===== src/svmrbf_pkg.sv =====
`timescale 1ns / 1ps

package svmrbf_pkg;

    // table size and derived widths
    localparam int NUM_VECTORS = 16;
    localparam int VEC_W       = (NUM_VECTORS > 1) ? $clog2(NUM_VECTORS) : 1;

    // field widths
    localparam int FEAT_W   = 16;
    localparam int WEIGHT_W = 16;
    localparam int SCORE_W  = 24;
    localparam int INDEX_W  = 4;
    localparam int DIST_W   = 34;
    localparam int KERN_W   = 16;

    // accumulator: bias << 16 plus one signed 32 bit product per vector
    localparam int ACC_W = 34 + VEC_W;

    localparam logic signed [SCORE_W-1:0] SCORE_MAX = 24'sh7FFFFF;
    localparam logic signed [SCORE_W-1:0] SCORE_MIN = 24'sh800000;

    // command codes
    localparam logic CMD_LOAD     = 1'b0;
    localparam logic CMD_CLASSIFY = 1'b1;

    typedef enum logic [3:0] {
        ST_IDLE,
        ST_DIFF,
        ST_SQA,
        ST_SQB,
        ST_LOOKUP,
        ST_INTERP,
        ST_MAC,
        ST_FINISH
    } state_t;

    typedef enum logic [2:0] {
        OP_HOLD,
        OP_DIFF,
        OP_SQA,
        OP_SQB,
        OP_LOOKUP,
        OP_INTERP,
        OP_MAC
    } op_t;

    typedef struct packed {
        op_t  op;
        logic clear_acc;
    } ctrl_t;

    // exp(-n/4) in Q0.16, entry zero held at 65535, zero from entry 48 on
    function automatic logic [KERN_W-1:0] exp_lut(input logic [6:0] n);
        logic [KERN_W-1:0] v;
        case (n)
            7'd0:    v = 16'd65535;
            7'd1:    v = 16'd51039;
            7'd2:    v = 16'd39750;
            7'd3:    v = 16'd30957;
            7'd4:    v = 16'd24109;
            7'd5:    v = 16'd18776;
            7'd6:    v = 16'd14623;
            7'd7:    v = 16'd11388;
            7'd8:    v = 16'd8869;
            7'd9:    v = 16'd6907;
            7'd10:   v = 16'd5380;
            7'd11:   v = 16'd4190;
            7'd12:   v = 16'd3263;
            7'd13:   v = 16'd2541;
            7'd14:   v = 16'd1979;
            7'd15:   v = 16'd1541;
            7'd16:   v = 16'd1200;
            7'd17:   v = 16'd935;
            7'd18:   v = 16'd728;
            7'd19:   v = 16'd567;
            7'd20:   v = 16'd442;
            7'd21:   v = 16'd344;
            7'd22:   v = 16'd268;
            7'd23:   v = 16'd209;
            7'd24:   v = 16'd162;
            7'd25:   v = 16'd127;
            7'd26:   v = 16'd99;
            7'd27:   v = 16'd77;
            7'd28:   v = 16'd60;
            7'd29:   v = 16'd47;
            7'd30:   v = 16'd36;
            7'd31:   v = 16'd28;
            7'd32:   v = 16'd22;
            7'd33:   v = 16'd17;
            7'd34:   v = 16'd13;
            7'd35:   v = 16'd10;
            7'd36:   v = 16'd8;
            7'd37:   v = 16'd6;
            7'd38:   v = 16'd5;
            7'd39:   v = 16'd4;
            7'd40:   v = 16'd3;
            7'd41:   v = 16'd2;
            7'd42:   v = 16'd2;
            7'd43:   v = 16'd1;
            7'd44:   v = 16'd1;
            7'd45:   v = 16'd1;
            7'd46:   v = 16'd1;
            7'd47:   v = 16'd1;
            default: v = 16'd0;
        endcase
        return v;
    endfunction

endpackage


===== src/svmrbf_dp.sv =====
`timescale 1ns / 1ps

module svmrbf_dp (
    input  logic                                   clk,
    input  svmrbf_pkg::ctrl_t                      ctrl,
    input  logic signed [svmrbf_pkg::FEAT_W-1:0]   sample_a,
    input  logic signed [svmrbf_pkg::FEAT_W-1:0]   sample_b,
    input  logic signed [svmrbf_pkg::FEAT_W-1:0]   vec_a,
    input  logic signed [svmrbf_pkg::FEAT_W-1:0]   vec_b,
    input  logic signed [svmrbf_pkg::WEIGHT_W-1:0] vec_w,
    input  logic signed [svmrbf_pkg::WEIGHT_W-1:0] bias,
    output logic signed [svmrbf_pkg::SCORE_W-1:0]  score_sat
);
    import svmrbf_pkg::*;

    localparam logic signed [ACC_W-1:0] ROUND_HALF = ACC_W'(32768);
    localparam longint SHIFT_MAX = longint'(SCORE_MAX);
    localparam longint SHIFT_MIN = longint'(SCORE_MIN);

    logic signed [FEAT_W:0]   da;
    logic signed [FEAT_W:0]   db;
    logic [FEAT_W:0]          ua_next;
    logic [FEAT_W:0]          ub_next;
    logic [FEAT_W:0]          ua_reg;
    logic [FEAT_W:0]          ub_reg;
    logic signed [WEIGHT_W-1:0] w_reg;
    logic [DIST_W-1:0]        dist_reg;
    logic [KERN_W-1:0]        hi_reg;
    logic [KERN_W-1:0]        diff_reg;
    logic [KERN_W-1:0]        frac_reg;
    logic [KERN_W-1:0]        kern_reg;
    logic signed [ACC_W-1:0]  acc_reg;

    logic signed [17:0]       mul_a;
    logic signed [17:0]       mul_b;
    logic signed [35:0]       prod;
    logic [32:0]              rnd;

    logic                     far;
    logic [5:0]               lut_idx;
    logic [KERN_W-1:0]        lut_hi;
    logic [KERN_W-1:0]        lut_lo;

    logic signed [ACC_W-1:0]  rounded;
    logic signed [ACC_W-17:0] shifted;

    // feature differences and magnitudes
    always_comb
    begin
        da      = {sample_a[FEAT_W-1], sample_a} - {vec_a[FEAT_W-1], vec_a};
        db      = {sample_b[FEAT_W-1], sample_b} - {vec_b[FEAT_W-1], vec_b};
        ua_next = da[FEAT_W] ? ((FEAT_W+1)'(0) - da) : da;
        ub_next = db[FEAT_W] ? ((FEAT_W+1)'(0) - db) : db;
    end

    // shared multiplier operand select
    always_comb
    begin
        case (ctrl.op)
            OP_SQA:
            begin
                mul_a = {1'b0, ua_reg};
                mul_b = {1'b0, ua_reg};
            end
            OP_SQB:
            begin
                mul_a = {1'b0, ub_reg};
                mul_b = {1'b0, ub_reg};
            end
            OP_INTERP:
            begin
                mul_a = {2'b00, diff_reg};
                mul_b = {2'b00, frac_reg};
            end
            OP_MAC:
            begin
                mul_a = {{2{w_reg[WEIGHT_W-1]}}, w_reg};
                mul_b = {2'b00, kern_reg};
            end
            default:
            begin
                mul_a = '0;
                mul_b = '0;
            end
        endcase
    end

    assign prod = mul_a * mul_b;
    assign rnd  = prod[32:0] + 33'd32768;

    // table segment from squared distance, steps of 1/4
    assign far     = |dist_reg[DIST_W-1:24];
    assign lut_idx = dist_reg[23:18];
    assign lut_hi  = exp_lut({1'b0, lut_idx});
    assign lut_lo  = exp_lut({1'b0, lut_idx} + 7'd1);

    // sequenced datapath registers
    always_ff @(posedge clk)
    begin
        case (ctrl.op)
            OP_DIFF:
            begin
                ua_reg <= ua_next;
                ub_reg <= ub_next;
                w_reg  <= vec_w;
            end
            OP_SQA:
            begin
                dist_reg <= prod[DIST_W-1:0];
            end
            OP_SQB:
            begin
                dist_reg <= dist_reg + prod[DIST_W-1:0];
            end
            OP_LOOKUP:
            begin
                if (far)
                begin
                    hi_reg   <= '0;
                    diff_reg <= '0;
                end
                else
                begin
                    hi_reg   <= lut_hi;
                    diff_reg <= lut_hi - lut_lo;
                end
                frac_reg <= dist_reg[17:2];
            end
            OP_INTERP:
            begin
                kern_reg <= hi_reg - rnd[31:16];
            end
            OP_MAC:
            begin
                acc_reg <= acc_reg + ACC_W'(prod);
            end
            default:
            begin
            end
        endcase
        if (ctrl.clear_acc)
        begin
            acc_reg <= ACC_W'(bias) <<< 16;
        end
    end

    // round to Q.14 and saturate
    always_comb
    begin
        rounded = acc_reg + ROUND_HALF;
        shifted = $signed(rounded[ACC_W-1:16]);
        if (longint'(shifted) > SHIFT_MAX)
        begin
            score_sat = SCORE_MAX;
        end
        else if (longint'(shifted) < SHIFT_MIN)
        begin
            score_sat = SCORE_MIN;
        end
        else
        begin
            score_sat = SCORE_W'(shifted);
        end
    end

endmodule


===== src/svm_rbf_kernel_classifier.sv =====
`timescale 1ns / 1ps

// Gaussian kernel SVM scorer over two features.
// Input channel (in_valid/in_ready): cmd selects a load or a classify request.
// A load request writes feature_a, feature_b and weight into slot entry_index
// of a 16 entry table and produces no result.
// A classify request carries a sample in feature_a/feature_b and returns one
// result (score, positive_class) on the output channel (out_valid/out_ready).
// Configuration channel (cfg_valid/cfg_ready, cfg_data) writes the bias; it is
// always ready and should be written while no classify request is in flight.
// A classify request works through each table entry in turn (difference,
// two squares, table lookup, interpolation, multiply-accumulate on one shared
// 18x18 multiplier), then rounds and loads the result in a final step.
// in_ready is low while a classify request is worked on.
// The result sits in an output register; if the receiver stalls, the next
// result waits in the final step until that register frees up, while load
// requests queued behind are taken once the block returns to idle.
// Reset clears the table (all entries read as zero), the bias and all
// handshake state.
module svm_rbf_kernel_classifier (
    input  logic                                    clk,
    input  logic                                    rst_n,
    input  logic                                    cfg_valid,
    output logic                                    cfg_ready,
    input  logic signed [svmrbf_pkg::WEIGHT_W-1:0]  cfg_data,
    input  logic                                    in_valid,
    output logic                                    in_ready,
    input  logic                                    cmd,
    input  logic [svmrbf_pkg::INDEX_W-1:0]          entry_index,
    input  logic signed [svmrbf_pkg::FEAT_W-1:0]    feature_a,
    input  logic signed [svmrbf_pkg::FEAT_W-1:0]    feature_b,
    input  logic signed [svmrbf_pkg::WEIGHT_W-1:0]  weight,
    output logic                                    out_valid,
    input  logic                                    out_ready,
    output logic signed [svmrbf_pkg::SCORE_W-1:0]   score,
    output logic                                    positive_class
);
    import svmrbf_pkg::*;

    localparam logic [VEC_W-1:0] LAST_VEC = VEC_W'(NUM_VECTORS - 1);

    state_t                     state_reg;
    state_t                     state_next;
    logic [VEC_W-1:0]           vec_idx_reg;
    logic [VEC_W-1:0]           vec_idx_next;
    logic                       out_valid_reg;
    logic                       out_valid_next;
    logic signed [WEIGHT_W-1:0] bias_reg;

    logic signed [FEAT_W-1:0]   tab_a_reg [NUM_VECTORS];
    logic signed [FEAT_W-1:0]   tab_b_reg [NUM_VECTORS];
    logic signed [WEIGHT_W-1:0] tab_w_reg [NUM_VECTORS];
    logic [NUM_VECTORS-1:0]     tab_valid_reg;

    logic signed [FEAT_W-1:0]   sample_a_reg;
    logic signed [FEAT_W-1:0]   sample_b_reg;
    logic signed [SCORE_W-1:0]  score_reg;
    logic                       class_reg;

    logic                       in_fire;
    logic                       load_fire;
    logic                       load_in_range;
    logic [VEC_W-1:0]           wr_idx;
    logic                       out_load;
    ctrl_t                      ctrl;

    logic signed [FEAT_W-1:0]   vec_a;
    logic signed [FEAT_W-1:0]   vec_b;
    logic signed [WEIGHT_W-1:0] vec_w;
    logic signed [SCORE_W-1:0]  score_sat;

    assign in_fire       = in_valid && in_ready;
    assign load_in_range = {5'd0, entry_index} < 9'(NUM_VECTORS);
    assign load_fire     = in_fire && (cmd == CMD_LOAD) && load_in_range;
    assign wr_idx        = VEC_W'(entry_index);

    // next state
    always_comb
    begin
        state_next   = state_reg;
        vec_idx_next = vec_idx_reg;
        case (state_reg)
            ST_IDLE:
            begin
                if (in_valid && (cmd == CMD_CLASSIFY))
                begin
                    state_next   = ST_DIFF;
                    vec_idx_next = '0;
                end
            end
            ST_DIFF:   state_next = ST_SQA;
            ST_SQA:    state_next = ST_SQB;
            ST_SQB:    state_next = ST_LOOKUP;
            ST_LOOKUP: state_next = ST_INTERP;
            ST_INTERP: state_next = ST_MAC;
            ST_MAC:
            begin
                if (vec_idx_reg == LAST_VEC)
                begin
                    state_next   = ST_FINISH;
                    vec_idx_next = '0;
                end
                else
                begin
                    state_next   = ST_DIFF;
                    vec_idx_next = vec_idx_reg + VEC_W'(1);
                end
            end
            ST_FINISH:
            begin
                if (!out_valid_reg || out_ready)
                begin
                    state_next = ST_IDLE;
                end
            end
            default:   state_next = ST_IDLE;
        endcase
    end

    // sequencer outputs
    always_comb
    begin
        in_ready       = 1'b0;
        out_load       = 1'b0;
        ctrl.op        = OP_HOLD;
        ctrl.clear_acc = 1'b0;
        case (state_reg)
            ST_IDLE:
            begin
                in_ready       = 1'b1;
                ctrl.clear_acc = in_valid && (cmd == CMD_CLASSIFY);
            end
            ST_DIFF:   ctrl.op = OP_DIFF;
            ST_SQA:    ctrl.op = OP_SQA;
            ST_SQB:    ctrl.op = OP_SQB;
            ST_LOOKUP: ctrl.op = OP_LOOKUP;
            ST_INTERP: ctrl.op = OP_INTERP;
            ST_MAC:    ctrl.op = OP_MAC;
            ST_FINISH: out_load = !out_valid_reg || out_ready;
            default:
            begin
            end
        endcase
    end

    // output register handshake
    always_comb
    begin
        out_valid_next = out_valid_reg;
        if (out_load)
        begin
            out_valid_next = 1'b1;
        end
        else if (out_ready)
        begin
            out_valid_next = 1'b0;
        end
    end

    // control registers
    always_ff @(posedge clk or negedge rst_n)
    begin
        if (!rst_n)
        begin
            state_reg     <= ST_IDLE;
            vec_idx_reg   <= '0;
            out_valid_reg <= 1'b0;
            bias_reg      <= '0;
            tab_valid_reg <= '0;
        end
        else
        begin
            state_reg     <= state_next;
            vec_idx_reg   <= vec_idx_next;
            out_valid_reg <= out_valid_next;
            if (cfg_valid && cfg_ready)
            begin
                bias_reg <= cfg_data;
            end
            if (load_fire)
            begin
                tab_valid_reg[wr_idx] <= 1'b1;
            end
        end
    end

    // support vector table and sample capture
    always_ff @(posedge clk)
    begin
        if (load_fire)
        begin
            tab_a_reg[wr_idx] <= feature_a;
            tab_b_reg[wr_idx] <= feature_b;
            tab_w_reg[wr_idx] <= weight;
        end
        if (in_fire && (cmd == CMD_CLASSIFY))
        begin
            sample_a_reg <= feature_a;
            sample_b_reg <= feature_b;
        end
        if (out_load)
        begin
            score_reg <= score_sat;
            class_reg <= !score_sat[SCORE_W-1];
        end
    end

    // entries never written read as zero
    always_comb
    begin
        if (tab_valid_reg[vec_idx_reg])
        begin
            vec_a = tab_a_reg[vec_idx_reg];
            vec_b = tab_b_reg[vec_idx_reg];
            vec_w = tab_w_reg[vec_idx_reg];
        end
        else
        begin
            vec_a = '0;
            vec_b = '0;
            vec_w = '0;
        end
    end

    svmrbf_dp u_dp (
        .clk       (clk),
        .ctrl      (ctrl),
        .sample_a  (sample_a_reg),
        .sample_b  (sample_b_reg),
        .vec_a     (vec_a),
        .vec_b     (vec_b),
        .vec_w     (vec_w),
        .bias      (bias_reg),
        .score_sat (score_sat)
    );

    assign cfg_ready      = 1'b1;
    assign out_valid      = out_valid_reg;
    assign score          = score_reg;
    assign positive_class = class_reg;

    // classify request starts the sweep at the first entry
    a_classify_start: assert property (@(posedge clk) disable iff (!rst_n)
        in_valid && in_ready && (cmd == CMD_CLASSIFY)
        |=> (state_reg == ST_DIFF) && (vec_idx_reg == '0))
        else $error("classify request did not start at entry zero");

    // sweep ends after the last entry
    a_sweep_end: assert property (@(posedge clk) disable iff (!rst_n)
        (state_reg == ST_MAC) && (vec_idx_reg == LAST_VEC) |=> state_reg == ST_FINISH)
        else $error("sweep did not finish after last entry");

    // finished score lands in the output register
    a_result_out: assert property (@(posedge clk) disable iff (!rst_n)
        (state_reg == ST_FINISH) && (!out_valid_reg || out_ready)
        |=> out_valid && (state_reg == ST_IDLE))
        else $error("result not presented after finish");

    // class follows the sign of the score
    a_class_sign: assert property (@(posedge clk) disable iff (!rst_n)
        out_valid |-> positive_class == !score[SCORE_W-1])
        else $error("class does not match score sign");

endmodule

===== config.mk =====
export PLATFORM = sky130hd
export DESIGN_NAME = svm_rbf_kernel_classifier
export DESIGN_NICKNAME = d
export VERILOG_FILES = /design/src/svmrbf_pkg.sv /design/src/svmrbf_dp.sv /design/src/svm_rbf_kernel_classifier.sv
export SDC_FILE = /design/constraint.sdc
export NUM_CORES = 2
export LEC_CHECK = 0
export BUFFER_PORTS_ARGS = -buffer_cell sky130_fd_sc_hd__buf_2
export CAP_MARGIN = 5
export CORE_UTILIZATION = 55
export CTS_CLUSTER_DIAMETER = 50
export CTS_CLUSTER_SIZE = 12
export DETAILED_ROUTE_END_ITERATION = 16
export PLACE_DENSITY = 0.72
export SLEW_MARGIN = 20
export SYNTH_ARGS = -nofsm -noshare
export SYNTH_HDL_FRONTEND = slang
export SYNTH_SLANG_ARGS = --single-unit

===== constraint.sdc =====
create_clock -name clk -period 28.7 [get_ports clk]
set_input_delay 4.305 -clock clk [delete_from_list [all_inputs] [get_ports clk]]
set_output_delay 4.305 -clock clk [all_outputs]
set_load 0.03 [all_outputs]

After elaboration in Yosys (flattened, before gate mapping)

Memories as Yosys holds them, arrays and structs flattened. A register that Yosys moved wholly into a read port is not among the register bits.
Index checks and enable logic that the tools add are counted.

Register bits after elaboration: 268
Bits in writable memories: 768
Bits in read-only memories: 2048
Output and inout bits: 28
Memories kept: 5

$add $sub $neg: 12
Multipliers: 1
Magnitude comparators: 5
Eq/ne operators: 16
Multiplexer cells: 32
Bitwise operators: 2
Reductions and logical operators: 17

Memory list:

| memory           | words | width | read ports | clocked after Yosys merged registers in | wr ports | line                            | source |
|---|---|---|---|---|---|---|---|
| (name not given) | 64    | 16    | 1          | 0                                       | 0        | svmrbf_pkg.sv:56                | `case (n)` |
| (name not given) | 64    | 16    | 1          | 1                                       | 0        | svmrbf_pkg.sv:56                |  |
| tab_a_reg        | 16    | 16    | 1          | 0                                       | 1        | svm_rbf_kernel_classifier.sv:50 | `logic signed [FEAT_W-1:0] tab_a_reg [NUM_VECTORS];` |
| tab_b_reg        | 16    | 16    | 1          | 0                                       | 1        | svm_rbf_kernel_classifier.sv:51 | `logic signed [FEAT_W-1:0] tab_b_reg [NUM_VECTORS];` |
| tab_w_reg        | 16    | 16    | 1          | 1                                       | 1        | svm_rbf_kernel_classifier.sv:52 | `logic signed [WEIGHT_W-1:0] tab_w_reg [NUM_VECTORS];` |

Operators with widths:

| operator                                                                          | count |
|---|---|
| 16-bit 2-to-1 mux                                                                 | 5 |
| 38-bit 2-to-1 mux                                                                 | 2 |
| 18-bit one-hot mux with 4 select lines                                            | 1 |
| 17-bit one-hot mux with 4 select lines                                            | 1 |
| 34-bit one-hot mux with 2 select lines                                            | 1 |
| 24-bit 2-to-1 mux                                                                 | 2 |
| 38-bit by 17-bit adder with 38-bit output, second input constant                  | 1 |
| 38-bit by 36-bit adder with 38-bit output                                         | 1 |
| 18-bit by 18-bit multiplier with 36-bit output                                    | 1 |
| 34-bit adder                                                                      | 1 |
| 1-bit by 17-bit subtractor with 17-bit output, first input constant               | 2 |
| 16-bit by 16-bit subtractor with 17-bit output                                    | 2 |
| 32-bit by 16-bit adder with 32-bit output, second input constant                  | 1 |
| 4-bit one-hot mux with 8 select lines                                             | 1 |
| 16-bit subtractor                                                                 | 2 |
| 22-bit by 24-bit greater-than comparator with 1-bit output, second input constant | 1 |
| 22-bit by 24-bit less-than comparator with 1-bit output, second input constant    | 1 |
| 3-bit one-hot mux with 6 select lines                                             | 1 |
| 4-bit by 3-bit equality test with 1-bit output, second input constant             | 4 |
| 4-bit 2-to-1 mux                                                                  | 4 |
| 16-bit OR                                                                         | 1 |
| 4-bit by 5-bit less-than comparator with 1-bit output, second input constant      | 2 |
| 10-bit OR reduction                                                               | 1 |
| 3-bit equality test, second input constant                                        | 3 |
| other kinds (22)                                                                  | 43 |

Longest topological paths before layout

Depth in word-level cells: 8
Depth in mapped cells: 42

Cells and area by module

From an unflattened synthesis, not the netlist that was laid out.

Cells, all modules: 4614
Area total of the unflattened synthesis: 60695.7 um2

By module, submodules not included:

| module                    | instances | cells each | area each (um2) | sequential area each (um2) |
|---|---|---|---|---|
| svm_rbf_kernel_classifier | 1         | 1392       | 32269.7         | 25774.7 |
| svmrbf_dp                 | 1         | 3222       | 28426.0         | 5745.5 |

Worst setup path before layout

OpenSTA, ideal clock, no wires.

Path type: register -> register
From: register state_reg[2]
To: register u_dp.dist_reg[33], data pin
Library setup time: 262 ps
Arrival: 9573 ps
Slack: 18865 ps
Stages on the path, launching flop included: 39
Buffers on the path: 2
Clock period less this slack: 9835 ps
Path through: dfrtp_1 > nand2b_1 > nor2_1 > clkbuf_1 > buf_1 > a22o_1 > a221oi_1 > nor2_1 > fa_1 > inv_1 > fa_1 > inv_1 > fa_1 > inv_1 > fa_1 > inv_1 > fa_1 > inv_1 > (+3 left out) > or3_1 > a211o_1 > nand3_1 > o21ai_0 > xnor2_1 > inv_1 > ha_1 > a21o_1 > a21oi_1 > a21oi_1 > o31a_1 > a211oi_2 > o21ai_1 > a311o_1 > a21o_1 > o31ai_4 > mux2i_1 > xnor2_1

Cells in the longest elaborated chain, start to end: 7

RTL lines:

| what                                                                                             | line                              | source |
|---|---|---|
| start, declared                                                                                  | svm_rbf_kernel_classifier.sv:42   | `state_t state_reg;` |
| start signal, assigned                                                                           | svm_rbf_kernel_classifier.sv:173  | `state_reg <= state_next;` |
| 4-bit by 3-bit equality test with 1-bit output, or another cell as far along                     | svm_rbf_kernel_classifier.sv:127  | `case (state_reg)` |
| 3-bit one-hot mux with 6 select lines *                                                          | svm_rbf_kernel_classifier.sv:127  |  |
| 3-bit equality test or 3-bit by 2-bit equality test with 1-bit output (tied branches)            | svmrbf_dp.sv:59, svmrbf_dp.sv:100 |  |
| 18-bit one-hot mux with 4 select lines or 17-bit one-hot mux with 4 select lines (tied branches) | svmrbf_dp.sv:59                   | `case (ctrl.op)` |
| 18-bit by 18-bit multiplier with 36-bit output                                                   | svmrbf_dp.sv:88                   | `assign prod = mul_a * mul_b;` |
| 34-bit adder                                                                                     | svmrbf_dp.sv:113                  | `dist_reg <= dist_reg + prod[DIST_W-1:0];` |
| 34-bit one-hot mux with 2 select lines *                                                         | svmrbf_dp.sv:100                  | `case (ctrl.op)` |
| end signal, assigned                                                                             | svmrbf_dp.sv:109                  | `dist_reg <= prod[DIST_W-1:0];` |
| end signal, assigned                                                                             | svmrbf_dp.sv:113                  |  |
| end, declared                                                                                    | svmrbf_dp.sv:27                   | `logic [DIST_W-1:0] dist_reg;` |

Every way passes the cells marked *; elsewhere a longest branch is shown, timed or not.
A chain may end at the register's enable or synchronous reset.

Worst setup path after layout

From: register state_reg[0]
To: register u_dp.kern_reg[15], data pin

Cells in the longest elaborated chain, start to end: 7

RTL lines:

| what                                                                                             | line                             | source |
|---|---|---|
| 4-bit by 3-bit equality test with 1-bit output, or another cell as far along                     | svm_rbf_kernel_classifier.sv:127 |  |
| 3-bit one-hot mux with 6 select lines *                                                          | svm_rbf_kernel_classifier.sv:127 |  |
| 3-bit equality test or 3-bit by 2-bit equality test with 1-bit output (tied branches)            | svmrbf_dp.sv:59                  |  |
| 18-bit one-hot mux with 4 select lines or 17-bit one-hot mux with 4 select lines (tied branches) | svmrbf_dp.sv:59                  |  |
| 18-bit by 18-bit multiplier with 36-bit output *                                                 | svmrbf_dp.sv:88                  |  |
| 32-bit by 16-bit adder with 32-bit output *                                                      | svmrbf_dp.sv:89                  | `assign rnd = prod[32:0] + 33'd32768;` |
| 16-bit subtractor *                                                                              | svmrbf_dp.sv:131                 | `kern_reg <= hi_reg - rnd[31:16];` |
| end signal, assigned                                                                             | svmrbf_dp.sv:131                 |  |
| end, declared                                                                                    | svmrbf_dp.sv:31                  | `logic [KERN_W-1:0] kern_reg;` |

Marked as above.

==> flow_summary_export.csv <==
group,metric,value,unit
outcome,outcome,"complete, no violations",
worst_hold_path,hp-class,"flop to flop",
worst_setup_path,r2r_slack,17.33,ns
worst_setup_path,max_stage_delay,0.94,ns
grt,antenna_found_initial,12,
run,cap_viol_max_count,0,
die,dieArea,111100,sq um
worst_setup_path,cp-start-kind,"flop",
worst_setup_path,cp_max_fo,45,
sta,max_clock_freq,87.96,MHz
sta,setup_viol,0,
cts,cts.sinks,1066,
cts,clk_pin_slew_worst_paths,0.06,ns
cts,cts_tree,"yes",
yosys,synth_edf_count,994,
grt,grt_pass1_wl,236200,um
worst_setup_path,crit_slowest_cell,"and3b_2",
yosys,synth_mux_area_frac,0.09629,
yosys,synth_top_family_by_area,"adder cells",
worst_setup_path,crit_path_frequent_cell,"fa_1",
routing,wire_per_inst,25.76,um
place,place.gp.congestion,0.9876,
place,dp_hpwl,102900,um
die,rows,121,
die,dieWidth,333.3,um
sta,min_period,11.37,ns
worst_setup_path,crit_family,"adder cells",
yosys,syn_area,60360,sq um
sta,setup_tns,0,ns
routing,wl_met3,11320,um
yosys,synthAdderAreaFrac,0.1582,
worst_setup_path,arrival,11.82,ns
cts,cts_resized,0,
yosys,synthCells,4451,
worst_hold_path,hp-start,"u_dp.acc_reg[8]",
sta,finalClockSkew,0.05544,ns
sta,maxSlewViolCount,0,
cts,cts_buffers,116,
worst_setup_path,path_buf_inv,6,
cts,cts_buffer_depth,3,
worst_setup_path,critPathKind,"flop to flop",
sta,report.final.hold_viol_count,0,
worst_setup_path,r2r_end,"u_dp.kern_reg[15]",
routing,wl_met1,62680,um
routing,viasPerCell,6.210,
yosys,avgSynthCellArea,13.56,sq um
routing,drtIter0Drc,3689,
yosys,synth_xor_xnor_area_share,0.03248,
yosys,yosys.area_share.simple,0.07541,
routing,top_layer,"met5",
yosys,synth_top_cell_area_share,0.4945,
yosys,synth_area_leaders,"edfxtp_1, fa_1, mux4_2",
yosys,yosysTopAreaCell,"edfxtp_1",
cts,post_cts_buffers,0,
place,portBuffers,100,
die,initial_core_util,0.5545,
die,num_io_pins,102,
worst_hold_path,holdPathEnd,"u_dp.acc_reg[8]",
cells_and_area,fillCellCount,8259,
cells_and_area,drive_gt1_frac,0.1511,
yosys,yosysUniqueCellTypes,99,
cts,cts_hold_buf,0,
worst_setup_path,worstPathRequired,29.15,ns
sta,rsz0062_at_grt,"false",
cells_and_area,multi_input_comb_area,26680,sq um
routing,routed_wl,156100,um
worst_setup_path,crit_path_end_kind,"flop",
die,die_h,333.3,um
routing,detail-route-antenna-nets,0,
yosys,yosysSeqAreaShare,0.5217,
die,coreArea,108900,sq um
yosys,synth_compound_area_frac,0.07643,
cells_and_area,utilization,0.6093,
routing,vias,37623,
routing,met2_length,75950,um
yosys,ys_async_sr_fraction,0.03752,
cts,clkLatencyLatePin,0.74,ns
sta,finalCritPeriodShare,0.3961,
routing,firstDrtPassIters,8,
cells_and_area,area_delta_synth_final,9.875,%
yosys,yosys-top-cells-count,"edfxtp_1, inv_1, nand2_1",
routing,drc,0,
yosys,yosys_warnings,0,
grt,grt_max_degree,77,
sta,slew_headroom,0.2670,
yosys,ys_ff_latch,1066,
cells_and_area,fin_nets,5226,
worst_setup_path,reg2reg_depth,32,
cts,htreeDepth,3,
grt,grt.total_usage,0.2850,
worst_hold_path,hold_depth,2,
grt,grt_pass1_vias,38078,
yosys,yosysMostFrequentCell,"edfxtp_1",
cts,cts-root-buf,"clkbuf_16",
cells_and_area,ff_latch_area,31500,sq um
yosys,synthFlopType,"edfxtp_1",
grt,grt-ovfl-total,0,
sta,worstMarginPinSlew,1.090,ns
worst_setup_path,r2r-start,"state_reg[0]",
[metal layers]
metal / global-route usage / vias to the layer above
met3: 0.04681 / 359
met2: 0.4697 / 1594
met5: 0 / -
met4: 0.1099 / 10
met1: 0.3813 / 19229
li1: - / 16431
[worst min-delay path: cells and delay by family, from the launching register on]
kind | cells | cell delay [ns]
and+or+nand+nor | 1 | 0.05
AOI/OAI and AO/OA | 1 | 0.05
DFF | 1 | 0.31
[through the flow]
| stage | worst slack [ns] | instance area (sq um) | hold WS, ns | instances |
|---|---|---|---|---|
| floorplan | 18.87 | 60360 | 0.4334 | 4452 |
| global placement | 17.53 | 62750 | 0.4427 | 5874 |
| detailed placement | 17.50 | 62750 | 0.4480 | 5875 |
| CTS | 17.41 | 66300 | 0.4610 | 6053 |
| global route | 16.83 | 66310 | 0.4815 | 6055 |
| finish | 17.33 | 66320 | 0.4606 | 6058 |
[logic make-up (layout without fill, tap and decap cells)]
family	Yosys count	count (layout)
xor gates and xnor gates	223	223
and+or+nand+nor	1017	1017
adders and majority gates	573	573
other	2	8
muxes	272	272
DFF	1066	1066
AOI/OAI and AO/OA	673	673
buffers and inverters	625	812
[layout make-up]
cell class / instances / area share
tap: 1414 / 0.02668
multi-input combinational: 2761 / 0.4023
timing repair buffer: 181 / 0.01668
clock inverter: 43 / 0.007829
sequential: 1066 / 0.4750
clock buffer: 135 / 0.04564
antenna: 5 / 0.0001887
inverter: 453 / 0.02564
[cell usage in the layout (no fill, tap or decap), types with 101 or more instances in the layout]
| cell type | n |
|---|---|
| buf_2 | 101 |
| ha_1 | 256 |
| mux4_2 | 245 |
| xnor2_1 | 157 |
| edfxtp_1 | 994 |
| a21oi_1 | 172 |
| o21ai_0 | 140 |
| clkbuf_16 | 118 |
| nand2_1 | 359 |
| inv_1 | 450 |
| nor2_1 | 319 |
| fa_1 | 317 |
[how the worst max path moves through the flow]
stage	depth (start not counted)	slack (ns)	endpoint	startpoint
floorplan	38	18.87	u_dp.dist_reg[33]	state_reg[2]
global placement	32	17.53	u_dp.kern_reg[15]	state_reg[0]
detailed placement	32	17.50	u_dp.kern_reg[15]	state_reg[0]
CTS	32	17.41	u_dp.kern_reg[15]	state_reg[0]
global route	32	16.83	u_dp.lut_hi[2]	state_reg[1]
finish	32	17.33	u_dp.kern_reg[15]	state_reg[0]
Power is not shown: default switching activity piles up to over one toggle a cycle in this logic, so the estimate is an artifact.
